**src/rtl/ilir_pkg.sv**
```systemverilog
package ilir_pkg;

   localparam int CAPACITY_DEF = 64;
   localparam int DATA_W_DEF   = 32;

   localparam int CMD_W   = 3;
   localparam int POS_W   = 7;
   localparam int VALUE_W = 32;
   localparam int COUNT_W = 7;

   typedef enum logic [CMD_W-1:0] {
      CMD_INSERT = 3'd0,
      CMD_GET    = 3'd1,
      CMD_SET    = 3'd2,
      CMD_REMOVE = 3'd3,
      CMD_CLEAR  = 3'd4
   } cmd_type;

   // broadcast to every cell of the row
   typedef struct packed {
      logic             ins;
      logic             rmv;
      logic             set;
      logic [POS_W-1:0] pos;
   } cell_ctrl_type;

endpackage

```
**src/rtl/ilir_cell.sv**
```systemverilog
module ilir_cell
   import ilir_pkg::*;
#(
   parameter int DATA_W = DATA_W_DEF,
   parameter int IDX    = 0
) (
   input  logic              clock,
   input  cell_ctrl_type     ctrl,
   input  logic [DATA_W-1:0] wr_data,
   input  logic [DATA_W-1:0] left_data,
   input  logic [DATA_W-1:0] right_data,
   output logic [DATA_W-1:0] data,
   output logic [DATA_W-1:0] rd_data
);

   localparam bit               IN_RANGE = IDX < (1 << POS_W);
   localparam logic [POS_W-1:0] IDX_P    = POS_W'(IDX % (1 << POS_W));

   logic [DATA_W-1:0] data_ff;
   logic [DATA_W-1:0] data_in;
   logic              hit;
   logic              above;

   assign hit   = IN_RANGE && (ctrl.pos == IDX_P);
   assign above = !IN_RANGE || (IDX_P > ctrl.pos);

   always_comb begin
      data_in = data_ff;
      if (ctrl.ins) begin
         if (above) begin
            data_in = left_data;
         end else if (hit) begin
            data_in = wr_data;
         end
      end else if (ctrl.rmv) begin
         if (above || hit) begin
            data_in = right_data;
         end
      end else if (ctrl.set && hit) begin
         data_in = wr_data;
      end
   end

   always_ff @(posedge clock) begin
      data_ff <= data_in;
   end

   assign data    = data_ff;
   assign rd_data = data_ff & {DATA_W{hit}};

endmodule

```
**config.mk**
```make
export PLATFORM = sky130hd
export DESIGN_NAME = ilir_cell
export DESIGN_NICKNAME = d
export VERILOG_FILES = /design/src/rtl/ilir_pkg.sv /design/src/rtl/ilir_cell.sv
export SDC_FILE = /design/constraint.sdc
export NUM_CORES = 1
export LEC_CHECK = 0
export BUFFER_PORTS_ARGS = -buffer_cell sky130_fd_sc_hd__buf_2
export CAP_MARGIN = 0
export CORE_MARGIN = 1.5
export CORE_UTILIZATION = 38
export DETAILED_ROUTE_END_ITERATION = 10
export GPL_ROUTABILITY_DRIVEN = 0
export PLACE_DENSITY = 0.91
export SYNTH_ARGS = -nofsm -noshare
export SYNTH_HDL_FRONTEND = slang
export SYNTH_SLANG_ARGS = --single-unit
```
**constraint.sdc**
```tcl
create_clock -name clock -period 4.3 [get_ports clock]
set_input_delay 0.215 -clock clock [delete_from_list [all_inputs] [get_ports clock]]
set_output_delay 0.215 -clock clock [all_outputs]
set_load 0.02 [all_outputs]
```
# After elaboration in Yosys (flattened, before gate mapping)
# Index checks and enable logic that the tools add are counted.
[totals]
word_cells = 16
regBits = 32
[op_classes]
muxes = 6
n_lt_le_gt_ge = 1
n_reduce_logical = 5
eq_ne = 2
n_bitwise = 1
[op_table]
columns = ["op", "n"]
rows = [
  ["$mux 32", 6],
  ["$and 32x32->32", 1],
  ["$gt 1x7->1 const A", 1],
  ["$logic_not 7->1", 1],
  ["$ne 3x1->1 const B", 2],
  ["$reduce_and 3->1", 1],
  ["$reduce_bool 3->1", 1],
  ["$logic_and 1x1->1", 1],
  ["$logic_or 1x1->1", 1],
]

# Depth between registers and ports, before layout
# Gate-level depths: netlist of run 1.
[depth]
ltp_word = 5
mapped_depth = 4
mapped_depth_nobuf = 2

# Worst setup path before layout of run 1
# OpenSTA, ideal clock, no wires.
[synth_path]
kind = "input to register"
from = "in ctrl[2] (netlist name)"
to = "reg data_ff[0] (netlist: data[0]), enable pin"
n_path_buf = 1
setup_ns = 0.461
path_stages = 3
setup_slack_ns = 0.701
required_ns = 3.839
arrival_ns = 3.138
path_cell_list = "or4_4 buf_6 nor3_1"
[synth_via]
elab_chain_len = 4
[synth_lines]
columns = ["element", "line_no", "text"]
rows = [
  ["start, declared", "ilir_cell.sv:8", "input cell_ctrl_type ctrl,"],
  ["$gt 1x7->1 / $logic_not 7->1 (equally long branches)", "ilir_cell.sv:25, ilir_cell.sv:24", ""],
  ["$logic_or 1x1->1 / $logic_and 1x1->1 (equally long branches)", "ilir_cell.sv:36, ilir_cell.sv:39", ""],
  ["$ne 3x1->1 (no line) / $reduce_bool 3->1 (equally long branches)", "n/a", ""],
  ["$reduce_and 3->1 (no line) *", "n/a", ""],
  ["end signal, assigned", "ilir_cell.sv:45", "data_ff <= data_in;"],
  ["end, declared", "ilir_cell.sv:19", "logic [DATA_W-1:0] data_ff;"],
]
# Every way passes the cells marked *; elsewhere a longest branch is shown, timed or not.
# A chain may end at the register's enable or synchronous reset.

# Final worst setup path of run 1
[layout_path]
from = "in ctrl[3] (netlist name)"
to = "out rd_data[31]"
[layout_via]
elab_chain_len = 2
[layout_lines]
columns = ["element", "line_no", "text"]
rows = [
  ["$logic_not 7->1", "ilir_cell.sv:24", "assign hit = IN_RANGE && (ctrl.pos == IDX_P);"],
  ["$and 32x32->32", "ilir_cell.sv:49", "assign rd_data = data_ff & {DATA_W{hit}};"],
  ["end, declared", "ilir_cell.sv:13", "output logic [DATA_W-1:0] rd_data"],
]
# Every way passes these cells.

==> results of run 1 <==
-- cell usage after synthesis --
cell	instances
sky130_fd_sc_hd__edfxtp_1	32
sky130_fd_sc_hd__buf_6	1
sky130_fd_sc_hd__or4_4	1
sky130_fd_sc_hd__or3_1	1
sky130_fd_sc_hd__inv_1	32
sky130_fd_sc_hd__clkbuf_1	2
sky130_fd_sc_hd__nor3_2	30
sky130_fd_sc_hd__buf_12	3
sky130_fd_sc_hd__mux2_2	30
sky130_fd_sc_hd__nor2b_1	1
sky130_fd_sc_hd__nor3_1	4
sky130_fd_sc_hd__buf_2	6
sky130_fd_sc_hd__mux2_1	2
-- worst max path at each step --
stage,to,slack (ns),cells past startpoint
finish,rd_data[31],2.45,4
global route,rd_data[0],2.32,4
CTS,rd_data[0],2.44,4
detailed placement,data[5],2.18,4
global placement,data[6],2.20,4
floorplan,data[0],0.70,3
-- layer usage --
metal / GRT usage, % / up-vias
li1: - / 762
met1: 14.8 / 686
met2: 29.4 / 84
met3: 4.80 / 6
met4: 6.17 / 0
met5: 0 / -
-- per-stage QoR --
stage	total power, mW	util [%]	hold WS [ns]	std cells	setup slack, ns
after floorplan	0.403	-	0.416	145	0.701
after global placement	0.437	54.4	0.498	340	2.20
after detailed placement	0.440	54.4	0.504	340	2.18
after CTS	0.654	56.1	0.208	347	2.44
after global routing	0.671	56.1	0.211	347	2.32
final	0.643	56.1	0.220	347	2.45
-- logic make-up (layout without fill, tap and decap cells) --
group	count (synthesis)	in the layout	synth area share (%)
buffers and inverters	44	179	12.1
AND/OR/NAND/NOR	37	37	18.2
flip-flops	32	32	50.7
multiplexers	32	32	19.0
-- power by group --
group          leakage (nW)  total, mW  internal [mW]  switching, mW
Clock                0.0410      0.211          0.110          0.101
Sequential            0.288      0.348          0.348       0.000805
Combinational         0.927     0.0842         0.0484         0.0358
Total                  1.26      0.643          0.506          0.138
-- area by class of cell --
class	instances	share of cell area [%]
clock buffer	6	2.72
tap	67	3.14
sequential	32	36.0
inverter	32	4.50
clock inverter	1	0.188
timing repair buffer	140	26.5
multi-input combinational	69	26.9
==> out/metrics.csv, run 1 <==
stage,metric,value,unit
final_layout,max reg flops,32,
grt,total track usage,15.3,%
final_layout,diode count,0,
clock_network,number of buffers between clock root and the deepest sink,2,
detailed_routing,number of vias per cell after detailed routing,4.43,
power,leakage component of the power,1.26,nW
logic_synthesis,Post-Syn Area per Cell,13.1,µm²
place,estimated wirelength of the detail-placed design,3290,µm
setup_path,critical path arrival,1.64,ns
clock_network,number of gates given a new drive strength after cts,0,
setup_path,Worst Path Buf+Inv,2,
setup_path,kind of start point of the critical path,input pin,
status,run status,"finished, final reports clean",
place,# port buffers,138,
clock_network,Root Buffer Master,sky130_fd_sc_hd__clkbuf_8,
detailed_routing,total DRC errors in the routed layout,0,
die,Std-Cell Rows,25,
clock_network,TritonCTS clock tree,done,
final_layout,"leading cell types in the layout, fill and taps excluded","sky130_fd_sc_hd__buf_2, sky130_fd_sc_hd__inv_1, sky130_fd_sc_hd__edfxtp_1",
grt,number of antenna violations at the first check in global routing,0,
detailed_routing,starting DRC count in detailed routing,38,
logic_synthesis,number of warnings reported in the yosys synthesis log,0,
power,largest voltage drop on the vdd net,0.000157,V
setup_path,Critical Path RT,4.09,ns
detailed_routing,Routed Wire Length,4280,µm
setup_path,CP endpoint kind,output port,
setup_path,peak fanout along the critical path,33,
sta,final number of hold-violating endpoints,0,
run,max_cap viols,0,
final_layout,signed area change from the synthesized netlist to the final layout,40.8,%
logic_synthesis,most area-hungry cell type in the Yosys netlist,sky130_fd_sc_hd__edfxtp_1,
power,Pwr per Cell Area,241,nW/µm²
grt,leftover overflow at the end of global routing,0,
clock_network,number of sinks on the clock net,32,
final_layout,count of fill cells added during filler insertion,416,
clock_network,total clock buffers created by CTS,5,
sta,unrepaired setup endpoints after global routing,no,
die,height of the die,73.6,µm
setup_path,stage delay of the slowest cell on the critical path,0.87,ns
logic_synthesis,number of distinct library cells after synthesis,13,
final_layout,"most common cell after layout, fill and taps aside",sky130_fd_sc_hd__buf_2,
detailed_routing,highest routed metal layer,met4,
final_layout,layout cell share with drive strength beyond 1,75.0,%
logic_synthesis,register bit count reported by yosys,32,
clock_network,H-Tree Depth,2,
grt,first-pass GRT wire length,6200,µm
final_layout,total area of multi-input combinational cells,718,µm²
setup_path,critical-path cell with the highest stage delay,sky130_fd_sc_hd__or3_2,
logic_synthesis,sequential element share of the synthesized area,50.7,%
grt,vias in the first global route,1486,
setup_path,list of cells traversed by the critical path,buf_2 > or3_2 > nor3_1 > buf_2,
worst_hold_path,Hold EP,data[26],
logic_synthesis,area of the mapped netlist,1890,µm²
setup_path,Most common cell on crit path,sky130_fd_sc_hd__buf_2,
logic_synthesis,dominant cells by area after synthesis,"sky130_fd_sc_hd__edfxtp_1, sky130_fd_sc_hd__mux2_2, sky130_fd_sc_hd__nor3_2",
worst_hold_path,Worst Min Path Start,wr_data[26],
worst_hold_path,worst hold stages,2,
sta,Slew HR,37.9,%
sta,minimum clock period after layout,1.85,ns
die,initial cell density of the core,39.8,%
final_layout,total non-filler cell area in the finished layout,2670,µm²
detailed_routing,metal3 WL,324,µm
sta,highest clock rate,539,MHz
setup_path,"delay-heaviest family, CP",simple AND/OR/NAND/NOR gates,
detailed_routing,first-pass detailed-route iteration total,4,
detailed_routing,routed len/inst,12.3,µm
clock_network,post-CTS setup buffers,0,
die,die outline width,73.6,µm
final_layout,net count reported at finish,387,
sta,Final setup viols,0,
logic_synthesis,syn nets,252,
die,standard cell core area,4750,µm²
sta,Least-Margin Pin Slew,0.931,ns
sta,total negative slack for setup checks,0,ns
logic_synthesis,number of cells produced by synthesis,145,
place,area of placed instances,2590,µm²
sta,count of final max-slew check failures,0,
clock_network,Clock Pin Slew Worst Setup and Hold Paths,0.06,ns
detailed_routing,vias after detailed routing,1538,
grt,largest net degree at the start of global routing,34,
sta,final clock period utilization by the worst path,43.1,%
detailed_routing,WL met2,2360,µm
detailed_routing,wire length on met1,1540,µm
detailed_routing,remaining antenna violation count,0,
setup_path,critical path class,input pin to output port,
final_layout,Sequential Area,961,µm²
clock_network,hold-fix buffer count after cts,0,
die,I/O pin cnt,171,
worst_hold_path,path category of the worst min-delay check,input pin to register,
logic_synthesis,top-area cell type share of the netlist area,50.7,%
setup_path,start point of the critical path,ctrl[3],
die,Die Outline Area,5420,µm²
No activity file was read; power rests on OpenSTA's default activity.
==> run 2, diff against run 1 <==
--- a/config.mk
+++ b/config.mk
@@ -5,13 +5,14 @@
 export SDC_FILE = /design/constraint.sdc
 export NUM_CORES = 1
 export LEC_CHECK = 0
+export ABC_AREA = 1
 export BUFFER_PORTS_ARGS = -buffer_cell sky130_fd_sc_hd__buf_2
 export CAP_MARGIN = 0
 export CORE_MARGIN = 1.5
-export CORE_UTILIZATION = 38
+export CORE_UTILIZATION = 34
 export DETAILED_ROUTE_END_ITERATION = 10
 export GPL_ROUTABILITY_DRIVEN = 0
-export PLACE_DENSITY = 0.91
+export PLACE_DENSITY = 0.87
 export SYNTH_ARGS = -nofsm -noshare
 export SYNTH_HDL_FRONTEND = slang
 export SYNTH_SLANG_ARGS = --single-unit
==> constraint.sdc (replaced) <==
create_clock -name clock -period 1.6 [get_ports clock]
set_input_delay 0.08 -clock clock [delete_from_list [all_inputs] [get_ports clock]]
set_output_delay 0.08 -clock clock [all_outputs]
set_load 0.02 [all_outputs]
==> run 2 against run 1 <==
Effect of this change:
- wire length up 13%
- first-iteration DRC count up 66%
- largest power group unchanged
- sequential power rose to 2.7 times the previous value
==> out/metrics.csv, run 2 <==
stage,metric,value,unit
status,run status,"finished, final reports clean",
final_layout,"leading cell types in the layout, fill and taps excluded","sky130_fd_sc_hd__buf_2, sky130_fd_sc_hd__nand2_1, sky130_fd_sc_hd__inv_1",
setup_path,start point of the critical path,ctrl[2],
sta,final clock period utilization by the worst path,79.8,%
place,# port buffers,138,
grt,vias in the first global route,1850,
setup_path,Worst Path Buf+Inv,2,
logic_synthesis,register bit count reported by yosys,32,
die,standard cell core area,5170,µm²
clock_network,number of buffers between clock root and the deepest sink,2,
detailed_routing,routed len/inst,11.3,µm
clock_network,Clock Pin Slew Worst Setup and Hold Paths,0.06,ns
setup_path,critical path class,input pin to register,
place,estimated wirelength of the detail-placed design,3600,µm
detailed_routing,remaining antenna violation count,0,
power,Pwr per Cell Area,657,nW/µm²
clock_network,total clock buffers created by CTS,5,
clock_network,Root Buffer Master,sky130_fd_sc_hd__clkbuf_8,
die,I/O pin cnt,171,
final_layout,layout cell share with drive strength beyond 1,50.4,%
detailed_routing,vias after detailed routing,1875,
logic_synthesis,leading cell types by count after synthesis,"sky130_fd_sc_hd__nand2_1, sky130_fd_sc_hd__inv_1, sky130_fd_sc_hd__edfxtp_1, sky130_fd_sc_hd__nand3_1, sky130_fd_sc_hd__nor2_2",
grt,total track usage,16.9,%
final_layout,final non-filler cell total,427,
sta,Slew HR,41.1,%
final_layout,total non-filler cell area in the finished layout,2650,µm²
setup_path,list of cells traversed by the critical path,buf_2 > inv_1 > nand2_1 > nor2_1 > nand2_2 > nor2_4,
final_layout,net count reported at finish,463,
setup_path,"delay-heaviest family, CP",simple AND/OR/NAND/NOR gates,
die,height of the die,76.8,µm
setup_path,stage delay of the slowest cell on the critical path,0.68,ns
die,Std-Cell Rows,26,
clock_network,TritonCTS clock tree,done,
clock_network,number of gates given a new drive strength after cts,0,
sta,total negative slack for setup checks,0,ns
clock_network,number of sinks on the clock net,32,
sta,unrepaired setup endpoints after global routing,no,
logic_synthesis,syn nets,328,
detailed_routing,Routed Wire Length,4820,µm
setup_path,critical-path cell with the highest stage delay,sky130_fd_sc_hd__nor2_4,
power,largest voltage drop on the vdd net,0.000374,V
logic_synthesis,sequential element share of the synthesized area,52.0,%
die,initial cell density of the core,35.8,%
clock_network,H-Tree Depth,2,
logic_synthesis,"EDFF count, synth",32,
logic_synthesis,area of the mapped netlist,1850,µm²
logic_synthesis,Post-Syn Area per Cell,8.37,µm²
clock_network,post-CTS setup buffers,0,
grt,number of antenna violations at the first check in global routing,0,
setup_path,critical path arrival,1.18,ns
place,placed cell count,419,
sta,minimum clock period after layout,1.28,ns
sta,count of final max-slew check failures,0,
setup_path,kind of start point of the critical path,input pin,
die,Die Outline Area,5890,µm²
logic_synthesis,dominant cells by area after synthesis,"sky130_fd_sc_hd__edfxtp_1, sky130_fd_sc_hd__nand2_1, sky130_fd_sc_hd__nor2_2",
detailed_routing,total DRC errors in the routed layout,0,
grt,leftover overflow at the end of global routing,0,
logic_synthesis,ys flop type,sky130_fd_sc_hd__edfxtp_1,
place,area of placed instances,2570,µm²
sta,final number of hold-violating endpoints,0,
detailed_routing,number of vias per cell after detailed routing,4.39,
logic_synthesis,most numerous cell in the Yosys netlist,sky130_fd_sc_hd__nand2_1,
worst_hold_path,Hold EP,data[15],
worst_hold_path,Worst Min Path Start,wr_data[15],
sta,Least-Margin Pin Slew,0.882,ns
final_layout,count of fill cells added during filler insertion,504,
logic_synthesis,number of distinct library cells after synthesis,13,
power,leakage component of the power,1.51,nW
logic_synthesis,number of warnings reported in the yosys synthesis log,0,
grt,first-pass GRT wire length,8020,µm
logic_synthesis,number of cells produced by synthesis,221,
grt,largest net degree at the start of global routing,34,
final_layout,diode count,0,
detailed_routing,first-pass detailed-route iteration total,4,
sta,Final setup viols,0,
detailed_routing,starting DRC count in detailed routing,63,
die,die outline width,76.8,µm
final_layout,signed area change from the synthesized netlist to the final layout,43.1,%
worst_hold_path,path category of the worst min-delay check,input pin to register,
setup_path,Critical Path RT,1.50,ns
logic_synthesis,top-area cell type share of the netlist area,52.0,%
logic_synthesis,fraction of registers with async set or reset after synthesis,0,%
clock_network,hold-fix buffer count after cts,0,
run,max_cap viols,0,
final_layout,"most common cell after layout, fill and taps aside",sky130_fd_sc_hd__buf_2,
final_layout,max reg flops,32,
worst_hold_path,worst hold stages,3,
sta,highest clock rate,783,MHz
setup_path,peak fanout along the critical path,32,
logic_synthesis,most area-hungry cell type in the Yosys netlist,sky130_fd_sc_hd__edfxtp_1,
setup_path,CP endpoint kind,register,
## run 2: worst max path at each step
stage,end,cells past startpoint
4_1_cts,data[26],6
6_report,data[26],6
3_5_place_dp,data[15],6
2_1_floorplan,data[0],5
3_3_place_gp,data[13],6
5_1_grt,data[19],6
## run 2: power breakdown
part / total [mW] / switching [mW] / internal (mW)
clock network: 0.571 / 0.269 / 0.302
registers: 0.938 / 0.00238 / 0.936
logic: 0.230 / 0.123 / 0.107
## run 2: per-layer routing
metal	wire, µm	track usage, %	share of wire, %
met5	0	0	0
met4	103	7.59	2.1
met3	335	4.17	6.9
met2	2450	30.3	51
met1	1930	18.9	40
## run 2: logic make-up (layout without fill, tap and decap cells)
family	count (synthesis)	after routing	share of synthesized area, %
buf+inv	52	188	12.9
flops	32	32	52.0
simple gates	137	137	35.2
## run 2: area by class of cell
| type | count | area [µm²] | share of cell area, % |
|---|---|---|---|
| clock buffer | 7 | 76.3 | 2.88 |
| tap | 70 | 87.6 | 3.31 |
| clock inverter | 1 | 3.75 | 0.142 |
| inverter | 39 | 146 | 5.53 |
| multi-input combinational | 137 | 658 | 24.9 |
| sequential | 32 | 961 | 36.3 |
| timing repair buffer | 141 | 713 | 27.0 |
## run 2: stage by stage
stage / util, % / hold WS (ns) / setup WS [ns] / power, mW
2_1_floorplan: - / 0.259 / 0.304 / 1.08
3_3_place_gp: 49.6 / 0.343 / 0.0643 / 1.18
3_5_place_dp: 49.6 / 0.347 / 0.0261 / 1.19
4_1_cts: 51.2 / 0.0563 / 0.326 / 1.76
5_1_grt: 51.2 / 0.0645 / 0.192 / 1.83
6_report: 51.2 / 0.0666 / 0.323 / 1.74
